`config.mk`:
```
export PLATFORM = sky130hd
export DESIGN_NAME = imm_ram
export DESIGN_NICKNAME = d
export VERILOG_FILES = /design/src/hw/rtl/imm_ram.sv
export SDC_FILE = /design/constraint.sdc
export NUM_CORES = 2
export LEC_CHECK = 0
export BUFFER_PORTS_ARGS = -buffer_cell sky130_fd_sc_hd__buf_4
export CORE_MARGIN = 8
export CORE_UTILIZATION = 40
export CTS_CLUSTER_SIZE = 14
export DETAILED_ROUTE_END_ITERATION = 12
export SLEW_MARGIN = 20
export SYNTH_ARGS = -nofsm -noshare
export SYNTH_HDL_FRONTEND = slang
export SYNTH_SLANG_ARGS = --single-unit
export TNS_END_PERCENT = 10
```
`constraint.sdc`:
```
create_clock -name clk -period 3.2 [get_ports clk]
set_input_delay 0.16 -clock clk [delete_from_list [all_inputs] [get_ports clk]]
set_output_delay 0.16 -clock clk [all_outputs]
set_load 0.01 [all_outputs]
```
`src/hw/rtl/imm_ram.sv`:
```
// generic single-write, single-read synchronous ram with registered read
// no dependencies
module imm_ram #(
	parameter int WIDTH = 32,
	parameter int DEPTH = 64
) (
	input  logic                     clk,
	input  logic                     we,
	input  logic [$clog2(DEPTH)-1:0] waddr,
	input  logic [WIDTH-1:0]         wdata,
	input  logic [$clog2(DEPTH)-1:0] raddr,
	output logic [WIDTH-1:0]         rdata
);

	logic [WIDTH-1:0] mem_q [DEPTH];

	// write port and registered read port
	always_ff @(posedge clk) begin
		if (we) begin
			mem_q[waddr] <= wdata;
		end
		rdata <= mem_q[raddr];
	end

endmodule

```
==> impl_metrics.yaml <==
timing:
  fmax_ghz: 0.352
  relSlewSlack: 0.390
  hold_violations: 0
  fin_crit_sh: 0.889
  finalSetupViolations: 0
  fin_crit_ns: 2.84
  worstMarginPinSlew_ns: 0.912
  rsz0062_at_grt: "false"
  finClkSkew_ns: 0.0301
  slew_violations: 0
logic_synthesis:
  synth_cell_type_count: 34
  ys_warn_count: 0
  synth_nets: 3370
  synth_async_sr_flop_share: 0
  netlist_instances: 3324
  synthesis.area_um2: 78500
  yosys_most_used_dff: "edfxtp_1"
  synth_edf_count: 2048
  synth_area_per_cell_um2: 23.6
  yosysSeqAreaShare: 0.791
  synth.ff_latch_count: 2080
pwr:
  sw_frac_of_total: 0.210
  power_mw: 56.9
  clkPwrFrac: 0.417
  ir_drop_uv: 522
  p_comb_frac: 0.051
  seq_power_share: 0.532
  p_leak_nw: 28.6
  switching_power_mw: 12.0
  p_per_area_nw_per_um2: 622
  intPower_mw: 45.0
floorplanning:
  die_area_um2: 211000
  row_count: 162
  initial_utilization: 0.403
  die_y_um: 459
  core_um2: 195000
  io_pins: 78
  fp.dieW_um: 459
cts:
  clk_latency_ns: 0.83
  clk_pin_slew_ns: 0.06
  cts_tree: "yes"
  numCtsBuffers: 205
  cts_htree_levels: 4
  ctsRootBufferMaster: "clkbuf_16"
  cts.path.max_buffers: 3
  cts_num_sinks: 2080
  cts_resized: 0
routing:
  wl_met3_mm: 16.5
  first_iter_violations: 3908
  dr.pass1.iters: 7
  wl_met1_mm: 84.3
  wirelength_mm: 205
  via_count: 37500
  wl_per_cell_um: 31.5
  dr.max_layer_used: "met5"
  met2_length_mm: 97.3
  viasPerCell: 5.76
  drtAntennaViolNets: 0
  drcViolationCount: 0
layout:
  syn_to_final_growth_pct: 16.7
  fill_cells: 15900
  drive_above_1_share: 0.317
  register_area_um2: 62100
  final_util: 0.470
  multi_input_area_um2: 16000
  finalNonFillerCells: 6509
  finalNetCount: 3756
outcome:
  status: "complete, no violations"
critical_path:
  end_kind: "flop"
  cp.arrival_ns: 3.36
  r2r_slack_ns: 0.91
  critical_path_peak_fanout: 9
  crit_type: "in -> reg"
  crit_required_ns: 3.72
  startpoint_type: "input port"
placement:
  numPortBuffers: 77
  place_inst: 6088
  gp_congestion: 0.774
  hpwl_mm: 118
grt:
  grt_pass1_wl_mm: 289
  grt_max_degree: 65
  overflow: 0
  antenna_found_initial: 12
  grt_use_total: 0.192
  grt_pass1_vias: 37800
worst_hold_path:
  hold_path_class: "in -> reg"
job:
  cap_violations: 0
layout by cell type, fill, tap and decap left out, types with 5 or more instances in the layout:
master         Yosys  routed
clkbuf_16          0     209
nor3_1             7       5
nand3b_1           5       5
clkbuf_8           0      18
nor2_4             0      62
o221ai_1          27      27
clkinv_8           0       5
o22ai_1           84      84
clkinvlp_4         0       7
nand2_1           26      26
mux2i_1           93      93
bufinv_16          0      15
buf_4             25     261
edfxtp_1        2048    2048
clkinv_2           0      36
nand3_1            5       5
a22oi_1           12      12
nand2b_1           8       7
mux4_2           544     544
nor2_1           137      75
dfxtp_1           32      32
buf_12             0      57
dlygate4sd3_1      0      39
a21oi_1           62      62
a311oi_1           8       8
nor2b_1           15      15
clkinv_1           0      32
clkbuf_1          74      49
state kept, by name, summed over array words and instances (netlist names):
name	cells
rdata	32
mem_q	2048
logic make-up (layout without fill, tap and decap cells):
family / after synthesis / in the layout / synth area share
other: 0 / 4 / 0
AO/OA/AOI/OAI: 202 / 202 / 0.0167
flip-flops: 2080 / 2080 / 0.791
AND/OR/NAND/NOR: 223 / 223 / 0.0127
multiplexers: 637 / 637 / 0.168
buffers and inverters: 182 / 739 / 0.0113
timing repair:
item                                   4_1_cts  5_1_grt
buffers inserted                             0        0
setup endpoints to repair                    0        0
hold buffers                                39        0
endpoints found under the hold margin     2110        0
area by class of cell:
cell class,instances,area share
flip-flops and latches,2080,0.678
clock inverters,102,0.0108
repair buffers,361,0.0387
diodes,4,0.000109
well taps,2624,0.0358
clock buffers,276,0.0618
multi-input cells,1062,0.174
power groups by stage:
stage,sequential [mW],combinational [mW],clock [mW]
5_1_grt,30.3,3.07,25.1
2_1_floorplan,30.8,1.47,0
6_report,30.3,2.89,23.7
3_5_place_dp,30.9,2.90,0
3_3_place_gp,30.9,2.87,0
4_1_cts,30.3,2.95,24.1
path summary, 6_finish.rpt:
| check | startpoint | end | depth (start not counted) |
|---|---|---|---|
| worst max-delay path | we | mem_q[48][26] | 7 |
| worst min-delay path | waddr[4] | mem_q[57][17] | 4 |
| worst max register to register | mem_q[47][0] | rdata[0] | 4 |
| worst min register to register | mem_q[28][20] | rdata[20] | 4 |
routing by layer:
metal | up-vias | global-route usage
li1 | 15100 | -
met1 | 20400 | 0.269
met2 | 1675 | 0.304
met4 | 12 | 0.0636
met3 | 311 | 0.0377
met5 | - | 0
critical path, cell delays in order:
cell	delay, ns
dlygate4sd3_1	0.65
buf_4	0.18
nor2b_1	0.18
nand4b_1	0.48
nor3_4	0.31
dlygate4sd3_1	1.07
buf_4	0.32
cell usage after synthesis (8+ instances only):
cell      count  area, µm²
edfxtp_1   2048      61500
o22ai_1      84        526
nand2b_1      8       50.1
a21oi_1      62        310
clkbuf_1     74        278
nand2_1      26       97.6
buf_2        57        285
nor2b_1      15       93.8
dfxtp_1      32        641
mux4_2      544      12300
buf_1        21       78.8
a22oi_1      12       90.1
nor2_1      137        514
a311oi_1      8       70.1
buf_4        25        188
o221ai_1     27        236
mux2i_1      93        931
through the flow:
step / instance area [µm²] / worst slack (ns) / hold slack [ns] / TNS [ns]
3_3_place_gp: 84600 / 0.0649 / 0.554 / 0
3_5_place_dp: 84600 / 0.0446 / 0.557 / 0
4_1_cts: 91600 / 0.460 / 0.0415 / 0
5_1_grt: 91600 / 0.364 / 0.0902 / 0
2_1_floorplan: 78500 / -0.113 / 0.259 / -3.62
6_report: 91600 / 0.355 / 0.133 / 0
No activity file was read; power rests on OpenSTA's default activity.
