## src/hw/rtl/imm_pkg.sv

```systemverilog
// shared types, constants and helpers of the integer matrix multiply block
// no dependencies; every other file but imm_ram imports this package
package imm_pkg;

	// store geometry
	localparam int MAX_DIM = 8;
	localparam int IDX_W   = $clog2(MAX_DIM);
	localparam int ADDR_W  = 2 * IDX_W;
	localparam int DEPTH   = MAX_DIM * MAX_DIM;
	localparam int DATA_W  = 32;
	localparam int DIM_W   = 4;
	localparam int FUNC_W  = 2;
	localparam int CFG_IDX_W = 2;

	// operation codes
	localparam logic [FUNC_W-1:0] FUNC_LOAD_LEFT  = 2'd0;
	localparam logic [FUNC_W-1:0] FUNC_LOAD_RIGHT = 2'd1;
	localparam logic [FUNC_W-1:0] FUNC_COMPUTE    = 2'd2;

	// register indexes
	localparam logic [CFG_IDX_W-1:0] CFG_LEFT_ROWS  = 2'd0;
	localparam logic [CFG_IDX_W-1:0] CFG_INNER_DIM  = 2'd1;
	localparam logic [CFG_IDX_W-1:0] CFG_RIGHT_COLS = 2'd2;

	typedef enum logic [1:0] {
		SEQ_IDLE,
		SEQ_ISSUE,
		SEQ_DRAIN
	} seq_state_t;

	// tag that travels with each multiply-accumulate step
	typedef struct packed {
		logic             valid;
		logic             first;
		logic             last_k;
		logic             last_elem;
		logic [IDX_W-1:0] row;
		logic [IDX_W-1:0] col;
	} mac_tag_t;

	// store write request
	typedef struct packed {
		logic              we_left;
		logic              we_right;
		logic [ADDR_W-1:0] addr;
		logic [DATA_W-1:0] data;
	} ram_wr_t;

	// saturate a dimension register to 1..MAX_DIM and return it minus one
	function automatic logic [IDX_W-1:0] dim_last(input logic [DIM_W-1:0] v);
		logic [IDX_W-1:0] r;
		if (v == '0) begin
			r = '0;
		end else if (v > DIM_W'(MAX_DIM)) begin
			r = IDX_W'(MAX_DIM - 1);
		end else begin
			r = IDX_W'(v - DIM_W'(1));
		end
		return r;
	endfunction

endpackage

```

## src/hw/rtl/imm_if.sv

```systemverilog


interface imm_out_if;
	import imm_pkg::*;
	logic                     valid;
	logic                     ready;
	logic [IDX_W-1:0]         out_row;
	logic [IDX_W-1:0]         out_col;
	logic signed [DATA_W-1:0] product_value;
	logic                     last;
	modport source (output valid, out_row, out_col, product_value, last, input ready);
	modport sink (input valid, out_row, out_col, product_value, last, output ready);
endinterface


```

## src/hw/rtl/imm_mac.sv

```systemverilog
// multiply-accumulate pipeline and result register
// depends on imm_pkg and imm_if
module imm_mac (
	input  logic                       clk,
	input  logic                       arst_n,
	input  imm_pkg::mac_tag_t          tag,
	input  logic [imm_pkg::DATA_W-1:0] left_data,
	input  logic [imm_pkg::DATA_W-1:0] right_data,
	output logic                       busy,
	imm_out_if.source                  res
);
	import imm_pkg::*;

	mac_tag_t          tag_s1, tag_s2;
	logic [DATA_W-1:0] prod_s2;
	logic [DATA_W-1:0] acc_q;
	logic [DATA_W-1:0] sum;
	logic              out_valid_q;
	logic [IDX_W-1:0]  out_row_q, out_col_q;
	logic [DATA_W-1:0] out_value_q;
	logic              out_last_q;

	assign busy = tag_s1.valid || tag_s2.valid || out_valid_q;

	// tag follows the store read latency, then the multiply stage
	always_ff @(posedge clk or negedge arst_n) begin
		if (!arst_n) begin
			tag_s1 <= '0;
			tag_s2 <= '0;
		end else begin
			tag_s1 <= tag;
			tag_s2 <= tag_s1;
		end
	end

	// low word of the product, same for signed and unsigned operands
	always_ff @(posedge clk) begin
		prod_s2 <= DATA_W'(left_data * right_data);
	end

	// wrapping accumulate
	assign sum = (tag_s2.first ? '0 : acc_q) + prod_s2;

	always_ff @(posedge clk) begin
		if (tag_s2.valid) begin
			acc_q <= sum;
		end
	end

	// result register, loaded only when empty since the sequencer waits for it
	always_ff @(posedge clk or negedge arst_n) begin
		if (!arst_n) begin
			out_valid_q <= 1'b0;
		end else if (tag_s2.valid && tag_s2.last_k) begin
			out_valid_q <= 1'b1;
		end else if (res.ready) begin
			out_valid_q <= 1'b0;
		end
	end

	always_ff @(posedge clk) begin
		if (tag_s2.valid && tag_s2.last_k) begin
			out_row_q   <= tag_s2.row;
			out_col_q   <= tag_s2.col;
			out_value_q <= sum;
			out_last_q  <= tag_s2.last_elem;
		end
	end

	assign res.valid         = out_valid_q;
	assign res.out_row       = out_row_q;
	assign res.out_col       = out_col_q;
	assign res.product_value = out_value_q;
	assign res.last          = out_last_q;

endmodule

```

## src/flat_wrapper.sv

```systemverilog
// flat-port wrapper written by rule: the top's interface ports become plain ports
module imm_mac_flat import imm_pkg::*;
  (clk, arst_n, tag, left_data, right_data, busy, res_valid, res_out_row, res_out_col, res_product_value, res_last, res_ready);
  imm_out_if res_i ();
  input  logic clk;
  input  logic arst_n;
  input  imm_pkg::mac_tag_t tag;
  input  logic [imm_pkg::DATA_W-1:0] left_data;
  input  logic [imm_pkg::DATA_W-1:0] right_data;
  output logic busy;
  output wire logic [$bits(res_i.valid)-1:0] res_valid;
  output wire logic [$bits(res_i.out_row)-1:0] res_out_row;
  output wire logic [$bits(res_i.out_col)-1:0] res_out_col;
  output wire logic [$bits(res_i.product_value)-1:0] res_product_value;
  output wire logic [$bits(res_i.last)-1:0] res_last;
  input wire logic [$bits(res_i.ready)-1:0] res_ready;
  assign res_valid = res_i.valid;
  assign res_out_row = res_i.out_row;
  assign res_out_col = res_i.out_col;
  assign res_product_value = res_i.product_value;
  assign res_last = res_i.last;
  assign res_i.ready = res_ready;
  imm_mac u_core (.clk(clk), .arst_n(arst_n), .tag(tag), .left_data(left_data), .right_data(right_data), .busy(busy), .res(res_i));
endmodule
```

## config.mk

```make
export PLATFORM = sky130hd
export DESIGN_NAME = imm_mac_flat
export DESIGN_NICKNAME = d
export VERILOG_FILES = /design/src/hw/rtl/imm_pkg.sv /design/src/hw/rtl/imm_if.sv /design/src/hw/rtl/imm_mac.sv /design/src/flat_wrapper.sv
export SDC_FILE = /design/constraint.sdc
export NUM_CORES = 1
export LEC_CHECK = 0
export BUFFER_PORTS_ARGS = -buffer_cell sky130_fd_sc_hd__buf_2
export CAP_MARGIN = 5
export CORE_MARGIN = 2
export CORE_UTILIZATION = 50
export DETAILED_ROUTE_END_ITERATION = 6
export HOLD_SLACK_MARGIN = 0.08
export PLACE_DENSITY = 0.67
export SYNTH_ARGS = -nofsm -noshare
export SYNTH_HDL_FRONTEND = slang
export SYNTH_SLANG_ARGS = --single-unit
```

## constraint.sdc

```tcl
create_clock -name clk -period 3.7 [get_ports clk]
set_input_delay 0.74 -clock clk [delete_from_list [all_inputs] [get_ports clk]]
set_output_delay 0.74 -clock clk [all_outputs]
set_load 0.05 [all_outputs]
```

==> summary.md <==
| Metric | Value |
|---|---|
| RSZ-0062 raised after global routing | `yes` |
| Compound-cell area share of the yosys netlist | `a little over 5%` |
| First-pass GRT wire length | `between 90 and 100 mm` |
| Syn Inst Count | `approximately 2100` |
| Initial Util | `50.79%` |
| CP delay by family, top | `adder cells` |
| CTS tree | `yes` |
| Worst-path cell chain | `buf_8 -> buf_12 -> buf_12 -> buf_12 -> buf_12 -> and2_1 -> fa_1 -> inv_1 -> fa_1 -> inv_1 -> fa_1 -> fa_1 -> fa_1 -> fa_1 -> fa_1 -> fa_1 -> ha_4 -> o21ai_2 -> or3_4 -> buf_4 -> o21ai_4 -> xor2_1` |
| Total track usage | `between 20% and 30%` |
| Initial antenna violation count | `0` |
| CTS Hold Bufs | `0` |
| Cell mode on critical path | `fa_1` |
| Multiplexer share of the synthesized area | `less than 1%` |
| IO Port Bufs | `approximately 120` |
| Via count | `~16000` |
| Fin Clk Skew | `~0.0067 ns` |
| Largest net degree at the start of global routing | `between 40 and 50` |
| Hold Worst Slack | `around 0.25 ns` |
| Placer Congestion | `0.8931` |
| Share of layout cells above drive strength 1 | `around a quarter` |
| Syn avg cell area | `roughly 9.7 um2` |
| Crit Path Max Fanout | `6` |
| Final period util | `176.2%` |
| F_max | `153.4 MHz` |
| Fillers | `about 3300` |
| Hold WC Path Type | `input pin to async pin` |
| Initial DRC Count | `around 780` |
| Synth Area in Adders | `approximately half` |
| Crit. End Element | `flip-flop` |
| Die width | `around 210 um` |
| Crit path launch type | `input pin` |
| Worst EP required | `about 4.1 ns` |
| CP arrival | `around 6.9 ns` |
| H-tree Lvls | `4` |
| Total CTS buffers | `17` |
| Nets | `approximately 3000` |
| N_diodes | `0` |
| Kind of critical path | `input pin to flip-flop` |
| Cell area after synthesis | `20830 um2` |
| Final ANT Viol Nets | `0` |
| Clock Sinks | `124` |
| Clk pin slew, worst setup/hold paths | `0.06 ns` |
| Final hold vios | `0` |
| Yosys Warn Count | `0` |
| Max Cap Violations | `0` |
| Fin crit period | `about 6.5 ns` |
| Area Growth Syn to Fin | `24.36%` |
| Seq cells post-synth | `between 100 and 150` |
| Post-synthesis sequential area ratio | `between 15 and 20%` |
| Final WS setup | `-2.820 ns` |
| DP Worst Slack | `-3.365 ns` |
| Post-route design area | `roughly 26000 um2` |
| Placed Area | `around 24000 um2` |
| I/O pin cnt | `between 100 and 150` |
| Synth area leader | `fa_1` |
| Actual slew at the worst max-slew pin | `around 0.94 ns` |
| Drt wl/cell | `~19 um` |
| Root Driver | `clkbuf_16` |
| Skew-Pair Late Insertion Delay | `0.42 ns` |
| Core ar. | `roughly 41000 um2` |
| Die area | `around 43000 um2` |
| Gr ovfl total | `0` |
| Row Count | `74` |
| Post-DP HPWL | `45.12 mm` |
| Vias in the first global route | `about 17000` |
| Failing checks | `setup timing` |
| Run status | `finished, violations left` |
| Worst path max stage delay | `about 0.58 ns` |
| Main flop type after synthesis | `edfxtp_1` |
| Xor-xnor portion of the synthesized cell area | `around 4.5%` |
| Mapped Nets | `roughly 2800` |
| Post-synth top area share | `around 39%` |
| Worst path bufs/invs | `8` |
| Endpoints failing setup | `26` |
| Post-synth EDFFs | `around 70` |
| Simple-Gate Fraction of Synth Area | `16.61%` |
| Normalized max-slew margin | `between 30% and 40%` |
| Largest family of logic cells by synthesized area | `adder cells` |
| FFs w/ async S/R, synth | `~17%` |
| Via/cell ratio | `roughly 5.2` |
| Slew Viols, Final | `0` |
| Final wirelength | `roughly 55 mm` |
| DR pass1 iterations | `7` |
| Post-synthesis cell type count | `slightly below 60` |
| Die height | `~210 um` |
| Top post-synthesis cells by area | `fa_1 39%, edfxtp_1 10%, ha_1 9.2%` |
| CTS max path bufs | `2` |
| Slowest CP cell | `fa_1` |
| Residual DRC | `0` |
[routing by layer]
layer	GRT usage [%]	vias to the layer above	share of wire, %
met5	0	-	0
met3	3.774	117	6.2
li1	-	7065	-
met4	9.526	0	3.5
met1	34.30	7861	41
met2	46.01	533	49
[cells by family after synthesis]
kind of cell | Yosys count
buffers and inverters | 509
muxes | 2
DFF | 124
adders and majority gates | 563
AOI/OAI and AO/OA | 156
and+or+nand+nor | 676
xor gates and xnor gates | 108
[final cells by class]
cell class,instances,area [um2],share of cell area [%]
Tap cell,532,665.6,2.569
Inverter,418,1569,6.056
Timing Repair Buffer,374,3147,12.15
Clock inverter,13,121.4,0.4685
Sequential cell,124,3298,12.73
Multi-Input combinational cell,1505,16630,64.19
Clock buffer,19,475.5,1.835
[flip-flops by register name, indices dropped and copies added, names as in the netlist]
name / count
u_core.res.last: 1
u_core.tag_s1: 10
u_core.acc_q: 32
u_core.res.product_value: 32
u_core.res.out_col: 3
u_core.res.out_row: 3
u_core.prod_s2: 32
u_core.tag_s2: 10
u_core.res.valid: 1
[cell usage after synthesis (2+ instances only)]
master     number
nor2b_1        37
and3_1          3
a21oi_1        42
nor4_1          2
nand2b_1       14
dfxtp_1        32
o21ai_0        23
o311ai_2        2
ha_1          154
edfxtp_1       71
inv_1         418
nor2_1         26
a211oi_1        4
o31ai_1         2
nand4_1         7
a31oi_1         6
or3_1           2
xor2_1         26
a21o_1         16
xnor2_1        82
o311ai_1        2
clkbuf_1       84
dfrtp_1        21
buf_2           6
and4_1          2
fa_1          409
o211ai_1        3
o31a_1          3
a211oi_2        2
o21bai_1       12
o21ai_1         9
nand2_1       279
nor3_1         17
o21a_1         10
o2111ai_1       3
mux2i_1         2
nand3_1         6
a221oi_1        3
and2_1        276
nor3_2          2
[through the flow]
stage / cells / utilization, % / setup TNS (ns)
3_3_place_gp: 2920 / 58.56 / -70.68
5_1_grt: 2985 / 63.16 / -59.70
3_5_place_dp: 2920 / 58.56 / -72.20
4_1_cts: 2972 / 62.10 / -54.33
6_report: 2985 / 63.16 / -56.16
2_1_floorplan: 2138 / - / -56.36
[cells in the final DEF (no fill, tap or decap), drive strengths merged, types with 7 or more instances in the layout]
cell    synthesis  layout
a211oi          7       7
a21o           16      16
a21oi          43      43
and2          276     276
buf             7     371
clkbuf         84      20
dfrtp          21      21
dfxtp          32      32
edfxtp         71      71
fa            409     409
ha            154     154
inv           418     426
nand2         279     279
nand2b         14      14
nand4           7       7
nor2           26      26
nor2b          37      37
nor3           19      19
o21a           10      10
o21ai          33      33
o21bai         12      12
xnor2          82      82
xor2           26      26
[path summary, 6_finish.rpt]
| kind | end | slack (ns) | start | cells after the start |
|---|---|---|---|---|
| worst max-delay path | u_core.prod_s2[28]$_DFF_P_ | -2.82 | left_data[7] | 22 |
| worst min-delay path | u_core.res.valid$_DFFE_PN0P_ | 0.25 | arst_n | 1 |
| worst max register to register | u_core.res.product_value[28]$_DFFE_PP_ | 0.27 | u_core.tag_s2[8]$_DFF_PN0_ | 12 |
| worst min register to register | u_core.tag_s2[8]$_DFF_PN0_ | 0.35 | u_core.tag_s1[8]$_DFF_PN0_ | 0 |
| max in group asynchronous | u_core.tag_s2[1]$_DFF_PN0_ | 3.13 | arst_n | 1 |
| min in group clk | u_core.tag_s2[8]$_DFF_PN0_ | 0.35 | u_core.tag_s1[8]$_DFF_PN0_ | 0 |
[what timing repair did]
| action | CTS | global route |
|---|---|---|
| setup buffers | 17 | 12 |
| hold endpoints to repair | 0 | 0 |
| setup endpoints to repair | 27 | 27 |
| pin swaps | 82 | 51 |
| gates resized for setup | 168 | 67 |
| cloned | 4 | 1 |
Power is not shown: default switching activity piles up to over one toggle a cycle in this logic, so the estimate is an artifact.
