`config.mk`:
```
export PLATFORM = sky130hd
export DESIGN_NAME = imm_seq_flat
export DESIGN_NICKNAME = d
export VERILOG_FILES = /design/src/hw/rtl/imm_pkg.sv /design/src/hw/rtl/imm_if.sv /design/src/hw/rtl/imm_seq.sv /design/src/flat_wrapper.sv
export SDC_FILE = /design/constraint.sdc
export NUM_CORES = 1
export LEC_CHECK = 0
export ABC_AREA = 1
export CAP_MARGIN = 10
export CORE_UTILIZATION = 68
export DETAILED_ROUTE_END_ITERATION = 6
export DONT_BUFFER_PORTS = 1
export PLACE_DENSITY = 0.84
export SLEW_MARGIN = 20
export SYNTH_ARGS = -nofsm -noshare
export SYNTH_HDL_FRONTEND = slang
export SYNTH_SLANG_ARGS = --single-unit
```
`constraint.sdc`:
```
create_clock -name clk -period 3.5 [get_ports clk]
set_clock_uncertainty 0.15 [all_clocks]
set_input_delay 0.525 -clock clk [delete_from_list [all_inputs] [get_ports clk]]
set_output_delay 0.525 -clock clk [all_outputs]
set_load 0.005 [all_outputs]
```
`src/hw/rtl/imm_pkg.sv`:
```
// shared types, constants and helpers of the integer matrix multiply block
// no dependencies; every other file but imm_ram imports this package
package imm_pkg;

	// store geometry
	localparam int MAX_DIM = 8;
	localparam int IDX_W   = $clog2(MAX_DIM);
	localparam int ADDR_W  = 2 * IDX_W;
	localparam int DEPTH   = MAX_DIM * MAX_DIM;
	localparam int DATA_W  = 32;
	localparam int DIM_W   = 4;
	localparam int FUNC_W  = 2;
	localparam int CFG_IDX_W = 2;

	// operation codes
	localparam logic [FUNC_W-1:0] FUNC_LOAD_LEFT  = 2'd0;
	localparam logic [FUNC_W-1:0] FUNC_LOAD_RIGHT = 2'd1;
	localparam logic [FUNC_W-1:0] FUNC_COMPUTE    = 2'd2;

	// register indexes
	localparam logic [CFG_IDX_W-1:0] CFG_LEFT_ROWS  = 2'd0;
	localparam logic [CFG_IDX_W-1:0] CFG_INNER_DIM  = 2'd1;
	localparam logic [CFG_IDX_W-1:0] CFG_RIGHT_COLS = 2'd2;

	typedef enum logic [1:0] {
		SEQ_IDLE,
		SEQ_ISSUE,
		SEQ_DRAIN
	} seq_state_t;

	// tag that travels with each multiply-accumulate step
	typedef struct packed {
		logic             valid;
		logic             first;
		logic             last_k;
		logic             last_elem;
		logic [IDX_W-1:0] row;
		logic [IDX_W-1:0] col;
	} mac_tag_t;

	// store write request
	typedef struct packed {
		logic              we_left;
		logic              we_right;
		logic [ADDR_W-1:0] addr;
		logic [DATA_W-1:0] data;
	} ram_wr_t;

	// saturate a dimension register to 1..MAX_DIM and return it minus one
	function automatic logic [IDX_W-1:0] dim_last(input logic [DIM_W-1:0] v);
		logic [IDX_W-1:0] r;
		if (v == '0) begin
			r = '0;
		end else if (v > DIM_W'(MAX_DIM)) begin
			r = IDX_W'(MAX_DIM - 1);
		end else begin
			r = IDX_W'(v - DIM_W'(1));
		end
		return r;
	endfunction

endpackage

```
`src/hw/rtl/imm_if.sv`:
```
// channel interfaces: command stream, result stream, configuration writes
// depends on imm_pkg
interface imm_in_if;
	import imm_pkg::*;
	logic                     valid;
	logic                     ready;
	logic [FUNC_W-1:0]        func;
	logic [IDX_W-1:0]         row_index;
	logic [IDX_W-1:0]         col_index;
	logic signed [DATA_W-1:0] elem_value;
	modport source (output valid, func, row_index, col_index, elem_value, input ready);
	modport sink (input valid, func, row_index, col_index, elem_value, output ready);
endinterface


interface imm_cfg_if;
	import imm_pkg::*;
	logic                 valid;
	logic                 ready;
	logic [CFG_IDX_W-1:0] index;
	logic [DIM_W-1:0]     data;
	modport source (output valid, index, data, input ready);
	modport sink (input valid, index, data, output ready);
endinterface

```
`src/hw/rtl/imm_seq.sv`:
```
// sequencer: command intake, dimension registers, store writes and read address walk
// depends on imm_pkg and imm_if
module imm_seq (
	input  logic                  clk,
	input  logic                  arst_n,
	imm_in_if.sink                cmd,
	imm_cfg_if.sink               cfg,
	input  logic                  busy,
	output imm_pkg::ram_wr_t      wr,
	output logic [imm_pkg::ADDR_W-1:0] left_raddr,
	output logic [imm_pkg::ADDR_W-1:0] right_raddr,
	output imm_pkg::mac_tag_t     tag
);
	import imm_pkg::*;

	seq_state_t state_q, state_d;
	logic [DIM_W-1:0] left_rows_q, inner_dim_q, right_cols_q;
	logic [IDX_W-1:0] r_q, c_q, k_q;
	logic             done_q;
	logic [IDX_W-1:0] nr_last, nk_last, nc_last;
	logic             cmd_xfer, start, k_end, elem_end;

	assign nr_last  = dim_last(left_rows_q);
	assign nk_last  = dim_last(inner_dim_q);
	assign nc_last  = dim_last(right_cols_q);
	assign cmd_xfer = cmd.valid && cmd.ready;
	assign start    = cmd_xfer && (cmd.func == FUNC_COMPUTE);
	assign k_end    = (k_q == nk_last);
	assign elem_end = (r_q == nr_last) && (c_q == nc_last);

	// configuration registers, always writable
	assign cfg.ready = 1'b1;
	always_ff @(posedge clk or negedge arst_n) begin
		if (!arst_n) begin
			left_rows_q  <= DIM_W'(MAX_DIM);
			inner_dim_q  <= DIM_W'(MAX_DIM);
			right_cols_q <= DIM_W'(MAX_DIM);
		end else if (cfg.valid) begin
			unique case (cfg.index)
				CFG_LEFT_ROWS:  left_rows_q  <= cfg.data;
				CFG_INNER_DIM:  inner_dim_q  <= cfg.data;
				CFG_RIGHT_COLS: right_cols_q <= cfg.data;
				default: ;
			endcase
		end
	end

	// next state
	always_comb begin
		state_d = state_q;
		unique case (state_q)
			SEQ_IDLE:  if (start) state_d = SEQ_ISSUE;
			SEQ_ISSUE: if (k_end) state_d = SEQ_DRAIN;
			SEQ_DRAIN: if (!busy) state_d = done_q ? SEQ_IDLE : SEQ_ISSUE;
			default:   state_d = SEQ_IDLE;
		endcase
	end

	// outputs
	always_comb begin
		cmd.ready     = (state_q == SEQ_IDLE);
		tag.valid     = (state_q == SEQ_ISSUE);
		tag.first     = (k_q == '0);
		tag.last_k    = k_end;
		tag.last_elem = elem_end;
		tag.row       = r_q;
		tag.col       = c_q;
	end

	// store writes come straight from load transfers
	always_comb begin
		wr.we_left  = cmd_xfer && (cmd.func == FUNC_LOAD_LEFT);
		wr.we_right = cmd_xfer && (cmd.func == FUNC_LOAD_RIGHT);
		wr.addr     = {cmd.row_index, cmd.col_index};
		wr.data     = cmd.elem_value;
	end

	// left walks along row r, right walks down column c
	assign left_raddr  = {r_q, k_q};
	assign right_raddr = {k_q, c_q};

	// state and index counters
	always_ff @(posedge clk or negedge arst_n) begin
		if (!arst_n) begin
			state_q <= SEQ_IDLE;
			r_q     <= '0;
			c_q     <= '0;
			k_q     <= '0;
			done_q  <= 1'b0;
		end else begin
			state_q <= state_d;
			if (start) begin
				r_q    <= '0;
				c_q    <= '0;
				k_q    <= '0;
				done_q <= 1'b0;
			end else if (state_q == SEQ_ISSUE) begin
				if (k_end) begin
					k_q <= '0;
					if (elem_end) begin
						done_q <= 1'b1;
					end
					if (c_q == nc_last) begin
						c_q <= '0;
						r_q <= r_q + IDX_W'(1);
					end else begin
						c_q <= c_q + IDX_W'(1);
					end
				end else begin
					k_q <= k_q + IDX_W'(1);
				end
			end
		end
	end

endmodule

```
`src/flat_wrapper.sv`:
```
// flat-port wrapper written by rule: the top's interface ports become plain ports
module imm_seq_flat import imm_pkg::*;
  (clk, arst_n, busy, wr, left_raddr, right_raddr, tag, cmd_valid, cmd_func, cmd_row_index, cmd_col_index, cmd_elem_value, cmd_ready, cfg_valid, cfg_index, cfg_data, cfg_ready);
  imm_in_if cmd_i ();
  imm_cfg_if cfg_i ();
  input  logic clk;
  input  logic arst_n;
  input  logic busy;
  output imm_pkg::ram_wr_t wr;
  output logic [imm_pkg::ADDR_W-1:0] left_raddr;
  output logic [imm_pkg::ADDR_W-1:0] right_raddr;
  output imm_pkg::mac_tag_t tag;
  input wire logic [$bits(cmd_i.valid)-1:0] cmd_valid;
  input wire logic [$bits(cmd_i.func)-1:0] cmd_func;
  input wire logic [$bits(cmd_i.row_index)-1:0] cmd_row_index;
  input wire logic [$bits(cmd_i.col_index)-1:0] cmd_col_index;
  input wire logic [$bits(cmd_i.elem_value)-1:0] cmd_elem_value;
  output wire logic [$bits(cmd_i.ready)-1:0] cmd_ready;
  input wire logic [$bits(cfg_i.valid)-1:0] cfg_valid;
  input wire logic [$bits(cfg_i.index)-1:0] cfg_index;
  input wire logic [$bits(cfg_i.data)-1:0] cfg_data;
  output wire logic [$bits(cfg_i.ready)-1:0] cfg_ready;
  assign cmd_i.valid = cmd_valid;
  assign cmd_i.func = cmd_func;
  assign cmd_i.row_index = cmd_row_index;
  assign cmd_i.col_index = cmd_col_index;
  assign cmd_i.elem_value = cmd_elem_value;
  assign cmd_ready = cmd_i.ready;
  assign cfg_i.valid = cfg_valid;
  assign cfg_i.index = cfg_index;
  assign cfg_i.data = cfg_data;
  assign cfg_ready = cfg_i.ready;
  imm_seq u_core (.clk(clk), .arst_n(arst_n), .cmd(cmd_i), .cfg(cfg_i), .busy(busy), .wr(wr), .left_raddr(left_raddr), .right_raddr(right_raddr), .tag(tag));
endmodule
```
==> impl_metrics.json, run 1 <==
{
  "placed_cells": 248,
  "timing.rr.end": "u_core.r_q[2]",
  "yosysUniqueCellTypes": 26,
  "path_cells": "inv_1 -> ha_1 -> nand2_1 -> nand2_2 -> nand2_1 -> nand3_1 -> nand3_2 -> nor2_2 -> nand2_1 -> inv_1",
  "finalHoldViolCount": 0,
  "worstPathArrival_ns": 1.67,
  "core_um2": 2758,
  "drv_slew": 0,
  "period_share_pct": 66.97,
  "start_util_pct": 71.64,
  "clock_latency_ns": 0.31,
  "port_buffers": 0,
  "gp_congestion": 0.7296,
  "reg2reg_slack_ns": 1.73,
  "nets": 282,
  "first_global_vias": 1224,
  "syn_nets": 326,
  "htreeDepth": 1,
  "cts_buffer_depth": 2,
  "drtIter0Drc": 30,
  "vias": 1327,
  "place_ws_ns": 1.513,
  "drt-wirelength-per-cell_um": 11.66,
  "die-area_um2": 3125,
  "drive_above_1_share_pct": 14.80,
  "die_width_um": 55.90,
  "end_kind": "output port",
  "post_cts_buffers": 0,
  "area_delta_synth_final_pct": -14.57,
  "critPathLaunchType": "flip-flop",
  "setup_viol": 0,
  "power.total_uw": 1116,
  "fin_tns_setup_ns": 0,
  "hold_path_depth": 2,
  "antenna_found_initial": 0,
  "grt_util_all_layers_pct": 20.25,
  "hold_start": "busy",
  "fmax_ghz": 0.4266,
  "cts_sinks": 24,
  "status": "complete, no violations",
  "worstSetupPathType": "flip-flop to output port",
  "stdcell_area_um2": 1688,
  "worst_slack_ns": 1.156,
  "syn_inst": 268,
  "ios": 115,
  "rows": 19,
  "cts_made_buffers": 3,
  "viasPerCell": 5.224,
  "place.detailed.hpwl_um": 2308,
  "slowest_delay_ns": 0.41,
  "remaining_drc_errors": 0,
  "hold_buffers": 2,
  "yosysWarnings": 0,
  "path_buf_inv": 2,
  "syn_area_um2": 1976,
  "grt_pass1_wl_um": 5161,
  "cts_resized": 0,
  "power_density_nw_per_um2": 661.2,
  "r2r-start": "u_core.inner_dim_q[0]",
  "fill_cells": 268,
  "vdd_ir_drop_max_mv": 0.4111,
  "drv_cap": 0,
  "cp_top_family": "simple AND/OR/NAND/NOR gates",
  "seq_area_frac_synth_pct": 30.59,
  "final_common_cell": "nand2_1",
  "worst_hold_path_type": "input pin to flip-flop",
  "hold_end": "u_core.state_q[1]",
  "grt_max_degree": 25,
  "cts_tree": "yes",
  "route.final.wire_length_um": 2962,
  "diodes": 0,
  "grt-ovfl-total": 0,
  "synth_seq_cells": 24,
  "critPathMostFrequentCell": "nand2_1",
  "cts_root_buf": "clkbuf_4",
  "layout_common_cells": "nand2_1, inv_1, nand3_1, dfrtp_1, o21ai_0",
  "cp_slowest_cell": "dfrtp_1",
  "cp.depth": 10,
  "p_leak_uw": 0.0009325,
  "rsz0062_at_grt": "no",
  "dr.pass1.iters": 4,
  "fin_crit_ns": 2.344,
  "required_ns": 2.82,
  "die_h_um": 55.90,
  "avgSynthCellArea_um2": 7.372,
  "reg2regPathDepth": 13,
  "instances_no_fill": 254,
  "drtAntennaViolNets": 0,
  "path_clk_slew_ns": 0.14,
  "postPlaceCellArea_um2": 1632,
  "cp_max_fo": 4
}
==> synth_stat cells <==
cell type  count  area (um2)
o211ai_1       1       7.510
xnor2_1        2       17.52
inv_2          5       18.77
o21ai_0       16       80.08
dfrtp_1       21       525.5
nor2_4         2       22.52
buf_4         51       382.9
nor2_1        10       37.54
o21ai_4        1       16.27
nor2_2         1       6.260
nand3b_1       2       15.01
nand2_2        9       56.30
conb_1         1       3.750
nand2_1       60       225.2
nor2_8         1       20.02
inv_1         41       153.9
o21ai_1        1       5.000
clkinv_2       1       5.000
nor3_1         2       10.01
nand3_1       23       115.1
xor2_1         1       8.760
nand3_4        2       35.03
dfstp_2        3       78.83
ha_1           7       87.58
nand3_2        3       30.03
nand2_4        1       11.26
==> worst max-delay path by stage <==
| stage | from | to |
|---|---|---|
| floorplan | u_core.right_cols_q[0] | tag[6] |
| global placement | u_core.right_cols_q[0] | tag[6] |
| detailed placement | u_core.right_cols_q[0] | tag[6] |
| CTS | u_core.right_cols_q[0] | tag[6] |
| global route | u_core.right_cols_q[0] | tag[6] |
| finish | u_core.right_cols_q[0] | tag[6] |
==> cell type report <==
cell class	count	area [um2]	area share, %
clock buffer	4	26.28	1.557
inverter	47	177.7	10.53
multi-input combinational	146	810.8	48.04
sequential	24	604.3	35.80
tap	31	38.79	2.298
timing repair buffer	2	30.03	1.779
==> per-stage QoR <==
step	hold slack, ns	util (%)
after CTS	0.1950	61.21
after global placement	0.07976	59.17
after global routing	0.2072	61.21
after floorplan	0.07941	-
after detailed placement	0.07976	59.17
final	0.2004	61.21
==> layer usage <==
| layer | routed length [um] | vias up | GRT usage (%) |
|---|---|---|---|
| met5 | 0 | - | 0 |
| met4 | 54 | 0 | 5.923 |
| met3 | 170 | 10 | 3.721 |
| met2 | 1413 | 36 | 34.42 |
| met1 | 1324 | 601 | 26.48 |
| li1 | - | 680 | - |
==> power by group <==
part,total (uW),internal (uW),switching (uW)
combinational,513,199,314
sequential,475,357,117
clock,129,44.4,84.6
==> registers in the layout, summed over array words and instances (netlist names) <==
register             count
u_core.done_q            1
u_core.right_cols_q      4
u_core.state_q           2
u_core.inner_dim_q       4
u_core.k_q               3
u_core.left_rows_q       4
u_core.c_q               3
u_core.r_q               3
==> logic make-up (layout without fill, tap and decap cells) <==
family | count (synthesis) | in the layout | share of synthesized area (%)
simple gates | 116 | 116 | 29.58
flops | 24 | 24 | 30.59
xor+xnor | 3 | 3 | 1.330
compound gates | 19 | 19 | 5.510
fa+ha+maj | 7 | 7 | 4.433
other cells | 1 | 1 | 0.1898
buf+inv | 98 | 53 | 28.37
Note: power is estimated with default switching activity, not from simulation.
==> inputs of run 2 (changes only) <==
- CORE_UTILIZATION: 68 -> 57
- PLACE_DENSITY: 0.84 -> 0.75
- clock period: 3.5 -> 1.9 ns (I/O delays scaled with it)
==> run 2 against run 1 <==
Net effect:
- the flow now finishes with violations (setup timing)
- register-to-register slack got worse by 1.7 ns
- worst setup slack got worse by 1.3 ns
- routed wire length up 18%
- combinational power rose by 140%
- hold slack lost 0.17 ns
- sequential share of layout area decreased by 4.7 points
- flip-flop and latch count is the same
- sequential power up 88%
- clock power rose by 110%
- total power grew 110%
- critical path type unchanged
- critical endpoint unchanged
- largest cell class unchanged
==> impl_metrics.json, run 2 (synthesized netlist as in run 1, its figures left out) <==
{
  "status": "finished with violations",
  "violations": "setup timing",
  "critPathLaunchType": "flip-flop",
  "cts_tree": "yes",
  "final_common_cell": "nand2_1",
  "power_density_nw_per_um2": 1226,
  "die_width_um": 60.88,
  "period_share_pct": 105.6,
  "rsz0062_at_grt": "yes",
  "diodes": 0,
  "cp_slowest_cell": "dfrtp_1",
  "grt_util_all_layers_pct": 19.01,
  "top_regs": "u_core.inner_dim_q (4), u_core.left_rows_q (4), u_core.right_cols_q (4)",
  "drtAntennaViolNets": 0,
  "fin_tns_setup_ns": -0.1740,
  "vias": 1389,
  "fill_cells": 324,
  "path_clk_slew_ns": 0.13,
  "path_cells": "inv_2 -> ha_4 -> nand2_2 -> nand2_2 -> nand2_1 -> nand3_2 -> nand3_4 -> nor2_4 -> nand2_2 -> inv_2",
  "area_delta_synth_final_pct": -1.456,
  "grt_pass1_wl_um": 5264,
  "critPathMostFrequentCell": "nand2_2",
  "core_um2": 3337,
  "place.detailed.hpwl_um": 2389,
  "drt-wirelength-per-cell_um": 12.41,
  "ios": 115,
  "cts_root_buf": "clkbuf_4",
  "worstSetupPathType": "flip-flop to output port",
  "port_buffers": 0,
  "setup_viol": 2,
  "clock_latency_ns": 0.32,
  "worst_pin_slew_ns": 0.5416,
  "viasPerCell": 4.926,
  "worst_hold_path_type": "input pin to flip-flop",
  "drv_cap": 0,
  "stdcell_area_um2": 1947,
  "dr.pass1.iters": 4,
  "vdd_ir_drop_max_mv": 0.6046,
  "rows": 21,
  "postPlaceCellArea_um2": 1650,
  "drive_above_1_share_pct": 32.20,
  "gp_congestion": 0.8029,
  "grt_max_degree": 25,
  "htreeDepth": 1,
  "cp_max_fo": 4,
  "power.total_uw": 2387,
  "route.final.wire_length_um": 3499,
  "end_kind": "output port",
  "finish.utilization_pct": 58.34,
  "finalHoldViolCount": 0,
  "fin_crit_ns": 2.006,
  "drv_slew": 0,
  "slowest_delay_ns": 0.41,
  "slew_headroom_pct": 63.89,
  "worstPathArrival_ns": 1.57,
  "fmax_ghz": 0.4986,
  "grt-ovfl-total": 0,
  "layout_common_cells": "nand2_1, inv_1, dfrtp_1, nand2_2, nand3_1",
  "cts_sinks": 24,
  "required_ns": 1.46,
  "die-area_um2": 3706,
  "p_leak_uw": 0.001019,
  "first_global_vias": 1251,
  "cts_made_buffers": 3,
  "antenna_found_initial": 0,
  "cts_buffer_depth": 2,
  "nets": 295,
  "worst_slack_ns": -0.1057,
  "drtIter0Drc": 53,
  "remaining_drc_errors": 0,
  "start_util_pct": 59.21,
  "die_h_um": 60.88
}
==> run 2: changes by cell type in the layout (fill, tap and decap cells not counted), moves of 2 or more <==
cell	delta
nand3_1	-4
dlygate4sd3_1	+3
ha_1	-3
ha_4	+3
nand3_2	+2
inv_2	+9
buf_4	+9
inv_1	-10
nand2_1	-12
nand2_2	+10
nand3_4	+2
==> run 2: layout make-up <==
class / count / area (um2) / share of cell area (%)
clock buffer: 4 / 36.28 / 1.864
sequential: 24 / 605.6 / 31.11
multi-input combinational: 146 / 943.4 / 48.46
inverter: 47 / 180.2 / 9.254
tap: 46 / 57.56 / 2.956
timing repair buffer: 15 / 123.9 / 6.362
==> run 2: where the power goes <==
part	switching [uW]	internal (uW)	total [uW]
logic	710	514	1220
clock network	155	117	272
registers	232	659	891
==> run 2: critical path, delay by kind of cell (launching register included) <==
kind | cells | cell delay (ns)
buffers and inverters | 2 | 0.13
adders and majority gates | 1 | 0.16
and+or+nand+nor | 7 | 0.54
DFF | 1 | 0.41
==> run 2: per-stage QoR <==
| step | hold WS [ns] | cells | setup WS [ns] |
|---|---|---|---|
| after detailed placement | -0.1602 | 263 | 0.08587 |
| after floorplan | -0.1606 | 268 | 0.1794 |
| final | 0.02709 | 282 | -0.1057 |
| after CTS | 0.01882 | 275 | -0.1666 |
| after global placement | -0.1601 | 263 | 0.1302 |
| after global routing | 0.01480 | 282 | -0.2245 |
==> run 2: layer usage <==
metal | vias to the layer above | track usage [%] | wire, um
met5 | - | 0 | 0
met4 | 0 | 3.896 | 18
met3 | 4 | 5.544 | 184
met2 | 48 | 33.28 | 1767
met1 | 632 | 23.25 | 1528
li1 | 705 | - | -
==> run 2: path summary, 6_finish.rpt <==
path,startpoint,slack [ns],to,cells past startpoint
max in group asynchronous,arst_n,0.88,u_core.state_q[1],2
min in group asynchronous,arst_n,0.33,u_core.inner_dim_q[0],2
worst min-delay path,cfg_data[2],0.03,u_core.inner_dim_q[2],2
worst min register to register,u_core.left_rows_q[0],0.37,u_core.left_rows_q[0],2
worst max-delay path,u_core.right_cols_q[0],-0.11,tag[6],10
worst max register to register,u_core.right_cols_q[0],0.06,u_core.c_q[1],12
==> run 2: timing repair <==
action / in CTS / in global routing
hold endpoints to repair: 31 / 21
setup endpoints to repair: 2 / 10
resized for setup: 15 / 28
buffers inserted: 4 / 6
hold buffers: 4 / 1
pin swaps: 11 / 15
==> inputs of run 3 (changes only) <==
- CELL_PAD_IN_SITES_DETAIL_PLACEMENT: default -> 1
- CELL_PAD_IN_SITES_GLOBAL_PLACEMENT: default -> 1
- CORE_UTILIZATION: 57 -> 38
- CTS_CLUSTER_DIAMETER: default -> 80
- PLACE_DENSITY: 0.75 -> default
- PLACE_DENSITY_LB_ADDON: default -> 0.1
- SKIP_LAST_GASP: default -> 1
==> run 3 against run 2 <==
Net effect:
- the run still ends with setup timing left
- register-to-register slack lost 0.08 ns
- die area grew 48%
- flip-flop and latch count is the same
- sequential power is essentially flat
- clock-buffer cell count is the same
- highest routed layer unchanged
==> impl_metrics.json, run 3 (synthesized netlist as in run 1, its figures left out) <==
{
  "status": "finished with violations",
  "violations": "setup timing",
  "rsz0062_at_grt": "yes",
  "place.detailed.hpwl_um": 3155,
  "viasPerCell": 4.743,
  "die-area_um2": 5492,
  "drv_slew": 0,
  "top_regs": "u_core.inner_dim_q (4), u_core.left_rows_q (4), u_core.right_cols_q (4)",
  "cts_made_buffers": 3,
  "end_kind": "output port",
  "setup_viol": 3,
  "worst_hold_path_type": "input pin to flip-flop",
  "drv_cap": 0,
  "start_util_pct": 40.75,
  "slowest_delay_ns": 0.40,
  "antenna_found_initial": 0,
  "worstPathArrival_ns": 1.57,
  "drt-wirelength-per-cell_um": 14.10,
  "remaining_drc_errors": 0,
  "nets": 296,
  "htreeDepth": 1,
  "first_global_vias": 1468,
  "worstSetupPathType": "flip-flop to output port",
  "grt-ovfl-total": 0,
  "core_um2": 4848,
  "fin_tns_setup_ns": -0.1275,
  "grt_pass1_wl_um": 6886,
  "cp_top_family": "simple AND/OR/NAND/NOR gates",
  "diodes": 0,
  "rows": 25,
  "final_common_cell": "nand2_1",
  "fin_crit_ns": 2.004,
  "critPathLaunchType": "flip-flop",
  "p_leak_uw": 0.001040,
  "cts_sinks": 24,
  "worst_slack_ns": -0.1037,
  "area_delta_synth_final_pct": 3.040,
  "drive_above_1_share_pct": 35.44,
  "ios": 115,
  "drtAntennaViolNets": 0,
  "finalHoldViolCount": 0,
  "finish.utilization_pct": 41.99,
  "power_density_nw_per_um2": 1274,
  "path_clk_slew_ns": 0.10,
  "grt_util_all_layers_pct": 16.67,
  "path_cells": "inv_2 -> ha_4 -> nand2_1 -> nand2_2 -> nand2_2 -> nand3_2 -> nand3_2 -> nor2_2 -> nand2_2 -> inv_2",
  "cts_tree": "yes",
  "path_buf_inv": 2,
  "cp_max_fo": 3,
  "route.final.wire_length_um": 4285,
  "cts_buffer_depth": 2,
  "die_h_um": 74.11,
  "cts_root_buf": "clkbuf_8",
  "drtIter0Drc": 29,
  "instances_no_fill": 304,
  "dr.pass1.iters": 4,
  "cp_slowest_cell": "dfrtp_1",
  "layout_common_cells": "nand2_1, inv_1, nand2_2, dfrtp_1, nand3_1",
  "power.total_uw": 2593,
  "required_ns": 1.46,
  "vias": 1442,
  "vdd_ir_drop_max_mv": 0.4053,
  "gp_congestion": 0.6895,
  "placed_cells": 285,
  "critPathMostFrequentCell": "nand2_2",
  "die_width_um": 74.11,
  "grt_max_degree": 25,
  "fmax_ghz": 0.4991,
  "port_buffers": 0,
  "period_share_pct": 105.5,
  "clock_latency_ns": 0.27
}
[run 3: through the flow]
| step | worst slack [ns] | cell area, um2 | hold WS [ns] |
|---|---|---|---|
| 4_1_cts | -0.1001 | 1894 | 0.009021 |
| 3_3_place_gp | 0.06976 | 1684 | -0.1594 |
| 5_1_grt | -0.2175 | 2036 | 0.04741 |
| 3_5_place_dp | 0.03186 | 1684 | -0.1596 |
| 6_report | -0.1037 | 2036 | 0.04741 |
| 2_1_floorplan | 0.1794 | 1976 | -0.1606 |
[run 3: per-layer routing]
layer | vias up | global-route usage [%] | wire [um]
met1 | 694 | 20.03 | 1858
met4 | 0 | 6.197 | 51
met2 | 38 | 29.80 | 2176
met3 | 7 | 2.710 | 198
li1 | 703 | - | -
met5 | - | 0 | 0
[run 3: repair_timing]
item	4_1_cts	5_1_grt
resized for setup	26	24
hold buffers	2	1
cloned	0	0
pin swaps	12	17
setup buffers	6	6
hold endpoints to repair	24	1
endpoints found under the setup margin	2	9
[run 3: worst paths after layout]
check                           slack (ns)  depth (start not counted)                     end                   from
worst min-delay path                  0.05                          2   u_core.left_rows_q[1]            cfg_data[1]
worst max register to register       -0.02                         14           u_core.done_q  u_core.left_rows_q[0]
max in group asynchronous             1.08                          2  u_core.right_cols_q[3]                 arst_n
worst max-delay path                 -0.10                         10                  tag[6]  u_core.left_rows_q[0]
min in group asynchronous             0.29                          2  u_core.right_cols_q[1]                 arst_n
worst min register to register        0.37                          2   u_core.left_rows_q[3]  u_core.left_rows_q[3]
[run 3: layout make-up]
| type | count | area (um2) |
|---|---|---|
| Fill cell | 610 | 2813 |
| Multi-Input combinational cell | 146 | 970.9 |
| Sequential cell | 24 | 604.3 |
| Inverter | 47 | 180.2 |
| Timing Repair Buffer | 16 | 141.4 |
| Tap cell | 67 | 83.83 |
| Clock buffer | 4 | 55.05 |
[run 3: report_power, final]
part	internal [uW]	switching [uW]	total (uW)
Clock	185	180	366
Combinational	552	786	1340
Sequential	659	231	890
[run 3: worst register-to-register path, stage by stage (launching register included)]
cell and delay (ns):
dfrtp_1 0.40, inv_2 0.08, ha_4 0.16, nand2_1 0.07, nand2_2 0.09, nand2_2 0.07, nand3_2 0.07, nand3_2 0.09
nor2_2 0.14, nand2_2 0.08, buf_4 0.13, buf_4 0.12, nor2_2 0.07, nor2_1 0.05, nor2_1 0.09
